$ cat src/rtl/tcau_pkg.sv
package tcau_pkg;

	localparam int COORD_WIDTH_DEF = 24;
	localparam int SIZE_WIDTH_DEF  = 8;
	localparam int STEP_BITS       = 4;
	localparam int PADDR_WIDTH     = 5;
	localparam int PDATA_WIDTH     = 32;
	localparam int CHUNK_SIZE_RST  = 13;
	localparam int RING_CHUNKS_RST = 9;

	typedef enum logic [2:0] {
		REG_SIZE_X,
		REG_SIZE_Y,
		REG_SIZE_Z,
		REG_RING_X,
		REG_RING_Y,
		REG_RING_Z
	} cfg_reg_t;

	function automatic int step_count(input int bits);
		return (bits + STEP_BITS - 1) / STEP_BITS;
	endfunction

	function automatic int sum_width(input int coord_w, input int size_w);
		return ((coord_w > size_w) ? coord_w : size_w) + 1;
	endfunction

	function automatic int pipe_depth(input int coord_w, input int size_w);
		return step_count(coord_w - 1) + step_count(sum_width(coord_w, size_w) - 1) + 2;
	endfunction

endpackage

$ cat src/rtl/tcau_if.sv
interface tcau_coord_if import tcau_pkg::*; #(
	parameter int COORD_WIDTH = COORD_WIDTH_DEF
);
	logic                          valid;
	logic                          ready;
	logic signed [COORD_WIDTH-1:0] coord_x;
	logic signed [COORD_WIDTH-1:0] coord_y;
	logic signed [COORD_WIDTH-1:0] coord_z;

	modport source (output valid, output coord_x, output coord_y, output coord_z, input ready);
	modport sink (input valid, input coord_x, input coord_y, input coord_z, output ready);
endinterface

interface tcau_addr_if import tcau_pkg::*; #(
	parameter int SIZE_WIDTH = SIZE_WIDTH_DEF
);
	logic                  valid;
	logic                  ready;
	logic [SIZE_WIDTH-1:0] slot_x;
	logic [SIZE_WIDTH-1:0] slot_y;
	logic [SIZE_WIDTH-1:0] slot_z;
	logic [SIZE_WIDTH-1:0] offset_x;
	logic [SIZE_WIDTH-1:0] offset_y;
	logic [SIZE_WIDTH-1:0] offset_z;

	modport source (
		output valid, output slot_x, output slot_y, output slot_z,
		output offset_x, output offset_y, output offset_z, input ready
	);
	modport sink (
		input valid, input slot_x, input slot_y, input slot_z,
		input offset_x, input offset_y, input offset_z, output ready
	);
endinterface

$ cat src/rtl/tcau_axis.sv
module tcau_axis import tcau_pkg::*; #(
	parameter int COORD_WIDTH = COORD_WIDTH_DEF,
	parameter int SIZE_WIDTH  = SIZE_WIDTH_DEF
) (
	input  logic                          clk,
	input  logic                          advance,
	input  logic signed [COORD_WIDTH-1:0] coord,
	input  logic        [SIZE_WIDTH-1:0]  chunk_size,
	input  logic        [SIZE_WIDTH-1:0]  ring_chunks,
	output logic        [SIZE_WIDTH-1:0]  slot,
	output logic        [SIZE_WIDTH-1:0]  offset
);

	localparam int MAG_W = COORD_WIDTH - 1;
	localparam int SUM_W = sum_width(COORD_WIDTH, SIZE_WIDTH);
	localparam int U2_W  = SUM_W - 1;
	localparam int P1    = step_count(MAG_W);
	localparam int P2    = step_count(U2_W);

	logic [SIZE_WIDTH-1:0] size_eff;
	logic [SIZE_WIDTH-1:0] ring_eff;

	assign size_eff = (chunk_size == '0) ? SIZE_WIDTH'(1) : chunk_size;
	assign ring_eff = (ring_chunks == '0) ? SIZE_WIDTH'(1) : ring_chunks;

	// coordinate division: magnitude of a, or of -a-1 when negative
	logic [MAG_W-1:0]      qd_s  [P1+1];
	logic [SIZE_WIDTH-1:0] rem_s [P1+1];
	logic                  neg_s [P1+1];

	assign qd_s[0]  = coord[COORD_WIDTH-1] ? ~coord[MAG_W-1:0] : coord[MAG_W-1:0];
	assign rem_s[0] = '0;
	assign neg_s[0] = coord[COORD_WIDTH-1];

	for (genvar i = 0; i < P1; i++) begin : g_div
		logic [MAG_W-1:0]      qd_n;
		logic [SIZE_WIDTH-1:0] rem_n;

		always_comb begin
			logic [SIZE_WIDTH:0] trial;
			trial = '0;
			qd_n  = qd_s[i];
			rem_n = rem_s[i];
			for (int j = 0; j < STEP_BITS; j++) begin
				if (i * STEP_BITS + j < MAG_W) begin
					trial = {rem_n, qd_n[MAG_W-1]};
					qd_n  = {qd_n[MAG_W-2:0], 1'b0};
					if (trial >= {1'b0, size_eff}) begin
						rem_n   = SIZE_WIDTH'(trial - {1'b0, size_eff});
						qd_n[0] = 1'b1;
					end else begin
						rem_n = trial[SIZE_WIDTH-1:0];
					end
				end
			end
		end

		always_ff @(posedge clk) begin
			if (advance) begin
				qd_s[i+1]  <= qd_n;
				rem_s[i+1] <= rem_n;
				neg_s[i+1] <= neg_s[i];
			end
		end
	end

	// floor correction, ring offset, magnitude for the wrap
	logic [COORD_WIDTH-1:0] quot;
	logic [SUM_W-1:0]       sum;
	logic [SIZE_WIDTH-1:0]  off_fix;

	logic [U2_W-1:0]       md_s   [P2+1];
	logic [SIZE_WIDTH-1:0] mrem_s [P2+1];
	logic                  mneg_s [P2+1];
	logic [SIZE_WIDTH-1:0] off_s  [P2+1];

	always_comb begin
		quot    = neg_s[P1] ? ~{1'b0, qd_s[P1]} : {1'b0, qd_s[P1]};
		sum     = {{(SUM_W-COORD_WIDTH){quot[COORD_WIDTH-1]}}, quot}
			+ SUM_W'(ring_eff >> 1);
		off_fix = neg_s[P1] ? (size_eff - SIZE_WIDTH'(1) - rem_s[P1]) : rem_s[P1];
	end

	always_ff @(posedge clk) begin
		if (advance) begin
			md_s[0]   <= sum[SUM_W-1] ? ~sum[U2_W-1:0] : sum[U2_W-1:0];
			mrem_s[0] <= '0;
			mneg_s[0] <= sum[SUM_W-1];
			off_s[0]  <= off_fix;
		end
	end

	for (genvar i = 0; i < P2; i++) begin : g_wrap
		logic [U2_W-1:0]       md_n;
		logic [SIZE_WIDTH-1:0] mrem_n;

		always_comb begin
			logic [SIZE_WIDTH:0] trial;
			trial  = '0;
			md_n   = md_s[i];
			mrem_n = mrem_s[i];
			for (int j = 0; j < STEP_BITS; j++) begin
				if (i * STEP_BITS + j < U2_W) begin
					trial = {mrem_n, md_n[U2_W-1]};
					md_n  = {md_n[U2_W-2:0], 1'b0};
					if (trial >= {1'b0, ring_eff}) begin
						mrem_n = SIZE_WIDTH'(trial - {1'b0, ring_eff});
					end else begin
						mrem_n = trial[SIZE_WIDTH-1:0];
					end
				end
			end
		end

		always_ff @(posedge clk) begin
			if (advance) begin
				md_s[i+1]   <= md_n;
				mrem_s[i+1] <= mrem_n;
				mneg_s[i+1] <= mneg_s[i];
				off_s[i+1]  <= off_s[i];
			end
		end
	end

	logic [SIZE_WIDTH-1:0] slot_q;
	logic [SIZE_WIDTH-1:0] offset_q;

	always_ff @(posedge clk) begin
		if (advance) begin
			slot_q   <= mneg_s[P2] ? (ring_eff - SIZE_WIDTH'(1) - mrem_s[P2]) : mrem_s[P2];
			offset_q <= off_s[P2];
		end
	end

	assign slot   = slot_q;
	assign offset = offset_q;

endmodule

$ cat src/rtl/toroidal_chunk_address_unit.sv
// Maps a signed voxel coordinate onto a wraparound ring of chunks, per axis:
// slot = floor(coord / chunk_size) + ring_chunks / 2 wrapped into the ring, and
// offset = floored remainder of coord by chunk_size. A chunk_size or ring_chunks
// register holding zero acts as one. The datapath is a pipeline of restoring
// dividers retiring four bits per stage, and one coordinate is taken every
// cycle. When the result is not taken the whole pipeline holds and intake stops.
// Registers sit at byte addresses 0, 4, ... 20 in the order chunk_size_x/y/z,
// ring_chunks_x/y/z; the user must write them only while no transfer is in flight,
// and the block itself does not enforce this.
module toroidal_chunk_address_unit import tcau_pkg::*; #(
	parameter int COORD_WIDTH = COORD_WIDTH_DEF,
	parameter int SIZE_WIDTH  = SIZE_WIDTH_DEF
) (
	input  logic                   clk,
	input  logic                   arst_n,
	input  logic                   psel,
	input  logic                   penable,
	input  logic                   pwrite,
	input  logic [PADDR_WIDTH-1:0] paddr,
	input  logic [PDATA_WIDTH-1:0] pwdata,
	output logic [PDATA_WIDTH-1:0] prdata,
	output logic                   pready,
	tcau_coord_if.sink             coord,
	tcau_addr_if.source            addr
);

	localparam int LAT = pipe_depth(COORD_WIDTH, SIZE_WIDTH);

	logic [SIZE_WIDTH-1:0] size_x_q, size_y_q, size_z_q;
	logic [SIZE_WIDTH-1:0] ring_x_q, ring_y_q, ring_z_q;
	logic [SIZE_WIDTH-1:0] wdata;
	cfg_reg_t              reg_idx;
	logic                  cfg_write;

	assign pready    = 1'b1;
	assign reg_idx   = cfg_reg_t'(paddr[PADDR_WIDTH-1:2]);
	assign wdata     = pwdata[SIZE_WIDTH-1:0];
	assign cfg_write = psel && penable && pwrite;

	always_ff @(posedge clk or negedge arst_n) begin
		if (!arst_n) begin
			size_x_q <= SIZE_WIDTH'(CHUNK_SIZE_RST);
			size_y_q <= SIZE_WIDTH'(CHUNK_SIZE_RST);
			size_z_q <= SIZE_WIDTH'(CHUNK_SIZE_RST);
			ring_x_q <= SIZE_WIDTH'(RING_CHUNKS_RST);
			ring_y_q <= SIZE_WIDTH'(RING_CHUNKS_RST);
			ring_z_q <= SIZE_WIDTH'(RING_CHUNKS_RST);
		end else if (cfg_write) begin
			case (reg_idx)
				REG_SIZE_X: size_x_q <= wdata;
				REG_SIZE_Y: size_y_q <= wdata;
				REG_SIZE_Z: size_z_q <= wdata;
				REG_RING_X: ring_x_q <= wdata;
				REG_RING_Y: ring_y_q <= wdata;
				REG_RING_Z: ring_z_q <= wdata;
				default: ;
			endcase
		end
	end

	always_comb begin
		case (reg_idx)
			REG_SIZE_X: prdata = PDATA_WIDTH'(size_x_q);
			REG_SIZE_Y: prdata = PDATA_WIDTH'(size_y_q);
			REG_SIZE_Z: prdata = PDATA_WIDTH'(size_z_q);
			REG_RING_X: prdata = PDATA_WIDTH'(ring_x_q);
			REG_RING_Y: prdata = PDATA_WIDTH'(ring_y_q);
			REG_RING_Z: prdata = PDATA_WIDTH'(ring_z_q);
			default:    prdata = '0;
		endcase
	end

	// stall everything together while the output holds an untaken transfer
	logic           advance;
	logic [LAT-1:0] vld_s;

	assign advance     = !vld_s[LAT-1] || addr.ready;
	assign coord.ready = advance;
	assign addr.valid  = vld_s[LAT-1];

	always_ff @(posedge clk or negedge arst_n) begin
		if (!arst_n) begin
			vld_s <= '0;
		end else if (advance) begin
			vld_s <= {vld_s[LAT-2:0], coord.valid};
		end
	end

	tcau_axis #(.COORD_WIDTH(COORD_WIDTH), .SIZE_WIDTH(SIZE_WIDTH)) u_axis_x (
		.clk         (clk),
		.advance     (advance),
		.coord       (coord.coord_x),
		.chunk_size  (size_x_q),
		.ring_chunks (ring_x_q),
		.slot        (addr.slot_x),
		.offset      (addr.offset_x)
	);

	tcau_axis #(.COORD_WIDTH(COORD_WIDTH), .SIZE_WIDTH(SIZE_WIDTH)) u_axis_y (
		.clk         (clk),
		.advance     (advance),
		.coord       (coord.coord_y),
		.chunk_size  (size_y_q),
		.ring_chunks (ring_y_q),
		.slot        (addr.slot_y),
		.offset      (addr.offset_y)
	);

	tcau_axis #(.COORD_WIDTH(COORD_WIDTH), .SIZE_WIDTH(SIZE_WIDTH)) u_axis_z (
		.clk         (clk),
		.advance     (advance),
		.coord       (coord.coord_z),
		.chunk_size  (size_z_q),
		.ring_chunks (ring_z_q),
		.slot        (addr.slot_z),
		.offset      (addr.offset_z)
	);

endmodule

$ cat src/flat_wrapper.sv
// flat-port wrapper written by rule: the top's interface ports become plain ports
module toroidal_chunk_address_unit_flat import tcau_pkg::*;
#(
	parameter int COORD_WIDTH = COORD_WIDTH_DEF,
	parameter int SIZE_WIDTH  = SIZE_WIDTH_DEF
)
  (clk, arst_n, psel, penable, pwrite, paddr, pwdata, prdata, pready, coord_valid, coord_coord_x, coord_coord_y, coord_coord_z, coord_ready, addr_valid, addr_slot_x, addr_slot_y, addr_slot_z, addr_offset_x, addr_offset_y, addr_offset_z, addr_ready);
  tcau_coord_if #(.COORD_WIDTH(COORD_WIDTH)) coord_i ();
  tcau_addr_if #(.SIZE_WIDTH(SIZE_WIDTH)) addr_i ();
  input  logic clk;
  input  logic arst_n;
  input  logic psel;
  input  logic penable;
  input  logic pwrite;
  input  logic [PADDR_WIDTH-1:0] paddr;
  input  logic [PDATA_WIDTH-1:0] pwdata;
  output logic [PDATA_WIDTH-1:0] prdata;
  output logic pready;
  input wire logic [$bits(coord_i.valid)-1:0] coord_valid;
  input wire logic [$bits(coord_i.coord_x)-1:0] coord_coord_x;
  input wire logic [$bits(coord_i.coord_y)-1:0] coord_coord_y;
  input wire logic [$bits(coord_i.coord_z)-1:0] coord_coord_z;
  output wire logic [$bits(coord_i.ready)-1:0] coord_ready;
  output wire logic [$bits(addr_i.valid)-1:0] addr_valid;
  output wire logic [$bits(addr_i.slot_x)-1:0] addr_slot_x;
  output wire logic [$bits(addr_i.slot_y)-1:0] addr_slot_y;
  output wire logic [$bits(addr_i.slot_z)-1:0] addr_slot_z;
  output wire logic [$bits(addr_i.offset_x)-1:0] addr_offset_x;
  output wire logic [$bits(addr_i.offset_y)-1:0] addr_offset_y;
  output wire logic [$bits(addr_i.offset_z)-1:0] addr_offset_z;
  input wire logic [$bits(addr_i.ready)-1:0] addr_ready;
  assign coord_i.valid = coord_valid;
  assign coord_i.coord_x = coord_coord_x;
  assign coord_i.coord_y = coord_coord_y;
  assign coord_i.coord_z = coord_coord_z;
  assign coord_ready = coord_i.ready;
  assign addr_valid = addr_i.valid;
  assign addr_slot_x = addr_i.slot_x;
  assign addr_slot_y = addr_i.slot_y;
  assign addr_slot_z = addr_i.slot_z;
  assign addr_offset_x = addr_i.offset_x;
  assign addr_offset_y = addr_i.offset_y;
  assign addr_offset_z = addr_i.offset_z;
  assign addr_i.ready = addr_ready;
  toroidal_chunk_address_unit #(.COORD_WIDTH(COORD_WIDTH), .SIZE_WIDTH(SIZE_WIDTH)) u_core (.clk(clk), .arst_n(arst_n), .psel(psel), .penable(penable), .pwrite(pwrite), .paddr(paddr), .pwdata(pwdata), .prdata(prdata), .pready(pready), .coord(coord_i), .addr(addr_i));
endmodule
$ cat config.mk
export PLATFORM = sky130hd
export DESIGN_NAME = toroidal_chunk_address_unit_flat
export DESIGN_NICKNAME = d
export VERILOG_FILES = /design/src/rtl/tcau_pkg.sv /design/src/rtl/tcau_if.sv /design/src/rtl/tcau_axis.sv /design/src/rtl/toroidal_chunk_address_unit.sv /design/src/flat_wrapper.sv
export SDC_FILE = /design/constraint.sdc
export NUM_CORES = 2
export LEC_CHECK = 0
export ABC_CLOCK_PERIOD_IN_PS = 36600
export CORE_MARGIN = 4
export CORE_UTILIZATION = 60
export CTS_CLUSTER_DIAMETER = 150
export DETAILED_ROUTE_END_ITERATION = 12
export DONT_BUFFER_PORTS = 1
export PLACE_DENSITY_LB_ADDON = 0.25
export SETUP_SLACK_MARGIN = 0.5
export SLEW_MARGIN = 30
export SYNTH_ARGS = -nofsm -noshare
export SYNTH_HDL_FRONTEND = slang
export SYNTH_HIERARCHICAL = 1
export SYNTH_SLANG_ARGS = --single-unit
export TNS_END_PERCENT = 100
$ cat constraint.sdc
create_clock -name clk -period 36.6 [get_ports clk]
set_input_delay 10.98 -clock clk [delete_from_list [all_inputs] [get_ports clk]]
set_output_delay 10.98 -clock clk [all_outputs]
set_load 0.02 [all_outputs]
==> flow_summary_export.csv <==
group,metric,value,unit
synth,synth-edff-count,1209,
grt,grt_usage,26.60,%
placement,port_buffers,0,
setup_path,crit_chain,"nand2b_1 > o221ai_1",
setup_path,path_buf_inv,0,
setup_path,cp_top_family,"compound AO/OA/AOI/OAI gates",
layout,finalNetCount,11250,
die,die_height,419.1,µm
grt,grt_overflow,0,
timing,period_share,63.04,%
setup_path,max_stage_delay,770,ps
layout,fin_cells,12160,
placement,dp_hpwl,174400,µm
clock_tree,clk_path_buf_depth,3,
clock_tree,postCtsResizedCells,0,
synth,syn_avg_cell_area,10.41,µm²
placement,place_inst,11890,
die,core,167600,µm²
timing,hold_viol_final,0,
die,fp-row-count,150,
drt,vias_per_cell,6.100,
layout,seq_area,37880,µm²
setup_path,worst_path_max_delay_cell,"o221ai_1",
synth,ys_ff_latch,1271,
clock_tree,cts-buffers-inserted,145,
drt,vias,74200,
flow_run,drv_cap,0,
layout,multi_input_area,60060,µm²
synth,ys_dominant_reg_cell,"edfxtp_1",
timing,slew_headroom,31.22,%
outcome,status,"complete, no violations",
drt,routed_wl,237000,µm
synth,ys_types,137,
clock_tree,h-tree-depth,4,
drt,postRouteAntennaNets,0,
layout,syn2layout_area_growth,7.593,%
clock_tree,clock_latency,800,ps
die,start_util,60.51,%
clock_tree,cts_tree,"done",
setup_path,crit_fanout,15,
synth,ys_seq_area_share,37.35,%
layout,final_util,65.10,%
synth,syn_inst,9742,
synth,synth_area,101400,µm²
die,dieArea,175700,µm²
clock_tree,postCtsHoldBufs,0,
timing,hold_ws,408.3,ps
min_path,min_path_type,"register to register",
setup_path,worstPathRequired,25620,ps
clock_tree,ctsRootBufferMaster,"clkbuf_16",
setup_path,crit_path_end_kind,"output pin",
drt,first_iter_violations,5191,
timing,period_needed,23070,ps
drt,avgRoutedWirePerCell,19.49,µm
drt,drc,0,
clock_tree,postCtsSetupBuffers,0,
grt,grt_pass1_wl,379900,µm
timing,setup_violations,0,
grt,grt_pass1_vias,73930,
synth,synthArstFlopShare,4.878,%
timing,tightest_slew,1032,ps
grt,antenna_found_initial,5,
clock_tree,cts_sinks,1271,
timing,rsz0062_at_grt,"no",
setup_path,arrival,12090,ps
placement,place.gp.congestion,0.9049,
timing,setup_tns,0,ps
timing,fmax,43.34,MHz
layout,drive_above_1_share,10.79,%
die,pin_count,199,
setup_path,crit_type,"input pin to output pin",
clock_tree,cts.clk_slew.worst_paths,60,ps
timing,skew,27.05,ps
timing,slew_violations,0,
synth,yosys_warnings,6,
grt,grt_max_degree,184,
die,die_w,419.1,µm
setup_path,critPathLaunchType,"input pin",
drt,first_pass_iters,6,
layout,n_fill_cell,12920,
-- kinds of logic after synthesis --
group	Yosys count	share of synthesized area (%)
muxes	780	8.466
xor gates and xnor gates	803	6.950
and+or+nand+nor	2325	11.60
DFF	1271	37.35
adders and majority gates	1302	17.13
AOI/OAI and AO/OA	2331	14.91
buffers and inverters	928	3.591
other	2	0.007405
-- metal layers --
| layer | track usage, % | up-vias | part of all wire, % |
|---|---|---|---|
| met1 | 34.33 | 35630 | 43 |
| met2 | 45.57 | 1893 | 48 |
| met5 | 0 | - | 0 |
| li1 | - | 36160 | - |
| met3 | 3.330 | 512 | 4.8 |
| met4 | 10.56 | 0 | 4.1 |
-- sequential cells by signal, indices dropped and copies added, names as in the netlist, 56 cells and up --
register	cells
u_core/u_axis_x/md_s	84
u_core/u_axis_x/off_s	56
u_core/u_axis_z/g_div.qd_n	96
u_core/u_axis_z/md_s	84
u_core/u_axis_y/off_s	56
u_core/u_axis_z/off_s	56
u_core/u_axis_y/md_s	84
u_core/u_axis_y/g_div.qd_n	96
u_core/u_axis_x/g_div.qd_n	96
-- cell type report --
cell class / count / area share, %
Clock buffer: 168 / 3.472
Antenna cell: 3 / 0.006880
Inverter: 745 / 2.565
Sequential cell: 1271 / 34.71
Multi-Input combinational cell: 7566 / 55.04
Clock inverter: 99 / 0.8818
Tap cell: 2204 / 2.527
Timing Repair Buffer: 107 / 0.7924
-- through the flow --
stage / setup slack, ps / area [µm²]
final: 13530 / 109100
after global routing: 13500 / 109100
after CTS: 13480 / 109000
after detailed placement: 13470 / 104300
after global placement: 13500 / 104300
after floorplan: 6462 / 101500
-- path summary, 6_finish.rpt --
check | from | to | slack (ps) | cells after the start
setup / recovery | paddr[3] | prdata[6] | 13530 | 2
hold / removal | u_core/u_axis_z/g_div[4].qd_n[8] | u_core/u_axis_z/g_div[5].qd_n[11] | 410 | 0
setup reg to reg | u_core/ring_z_q[4] | u_core/u_axis_z/mrem_s[4][2] | 25210 | 41
hold reg to reg | u_core/u_axis_z/g_div[4].qd_n[8] | u_core/u_axis_z/g_div[5].qd_n[11] | 410 | 0
max in group asynchronous | arst_n | u_core/ring_x_q[0] | 26480 | 0
min in group asynchronous | arst_n | u_core/vld_s[13] | 9880 | 0
-- cells in the final DEF, fill, tap and decap left out, types with 148 or more instances in the layout --
master     instances
xor2_1           296
o21ai_0          606
edfxtp_1        1209
a21o_1           201
clkbuf_16        148
xnor2_1          504
a21oi_1          627
o21a_1           160
nand4_1          169
mux2i_1          202
nor2b_1          232
mux2_2           543
nand2_1          526
nand2b_1         155
nor2_1           627
ha_1            1158
inv_1            741
-- Yosys cell counts (117+ instances only) --
cell	instances	area share (%)
edfxtp_1	1209	36
ha_1	1158	14
inv_1	741	2.7
a21oi_1	629	3.1
nor2_1	627	2.3
o21ai_0	606	3.0
mux2_2	543	6.0
nand2_1	526	1.9
xnor2_1	504	4.4
xor2_1	297	2.6
nor2b_1	232	1.4
mux2i_1	202	2.0
a21o_1	201	1.5
nand4_1	169	1.0
o21a_1	160	1.2
nand2b_1	156	0.96
nor3_1	147	0.73
fa_1	144	2.8
clkbuf_1	117	0.43
Power is not shown: default switching activity piles up to over one toggle a cycle in this logic, so the estimate is an artifact.
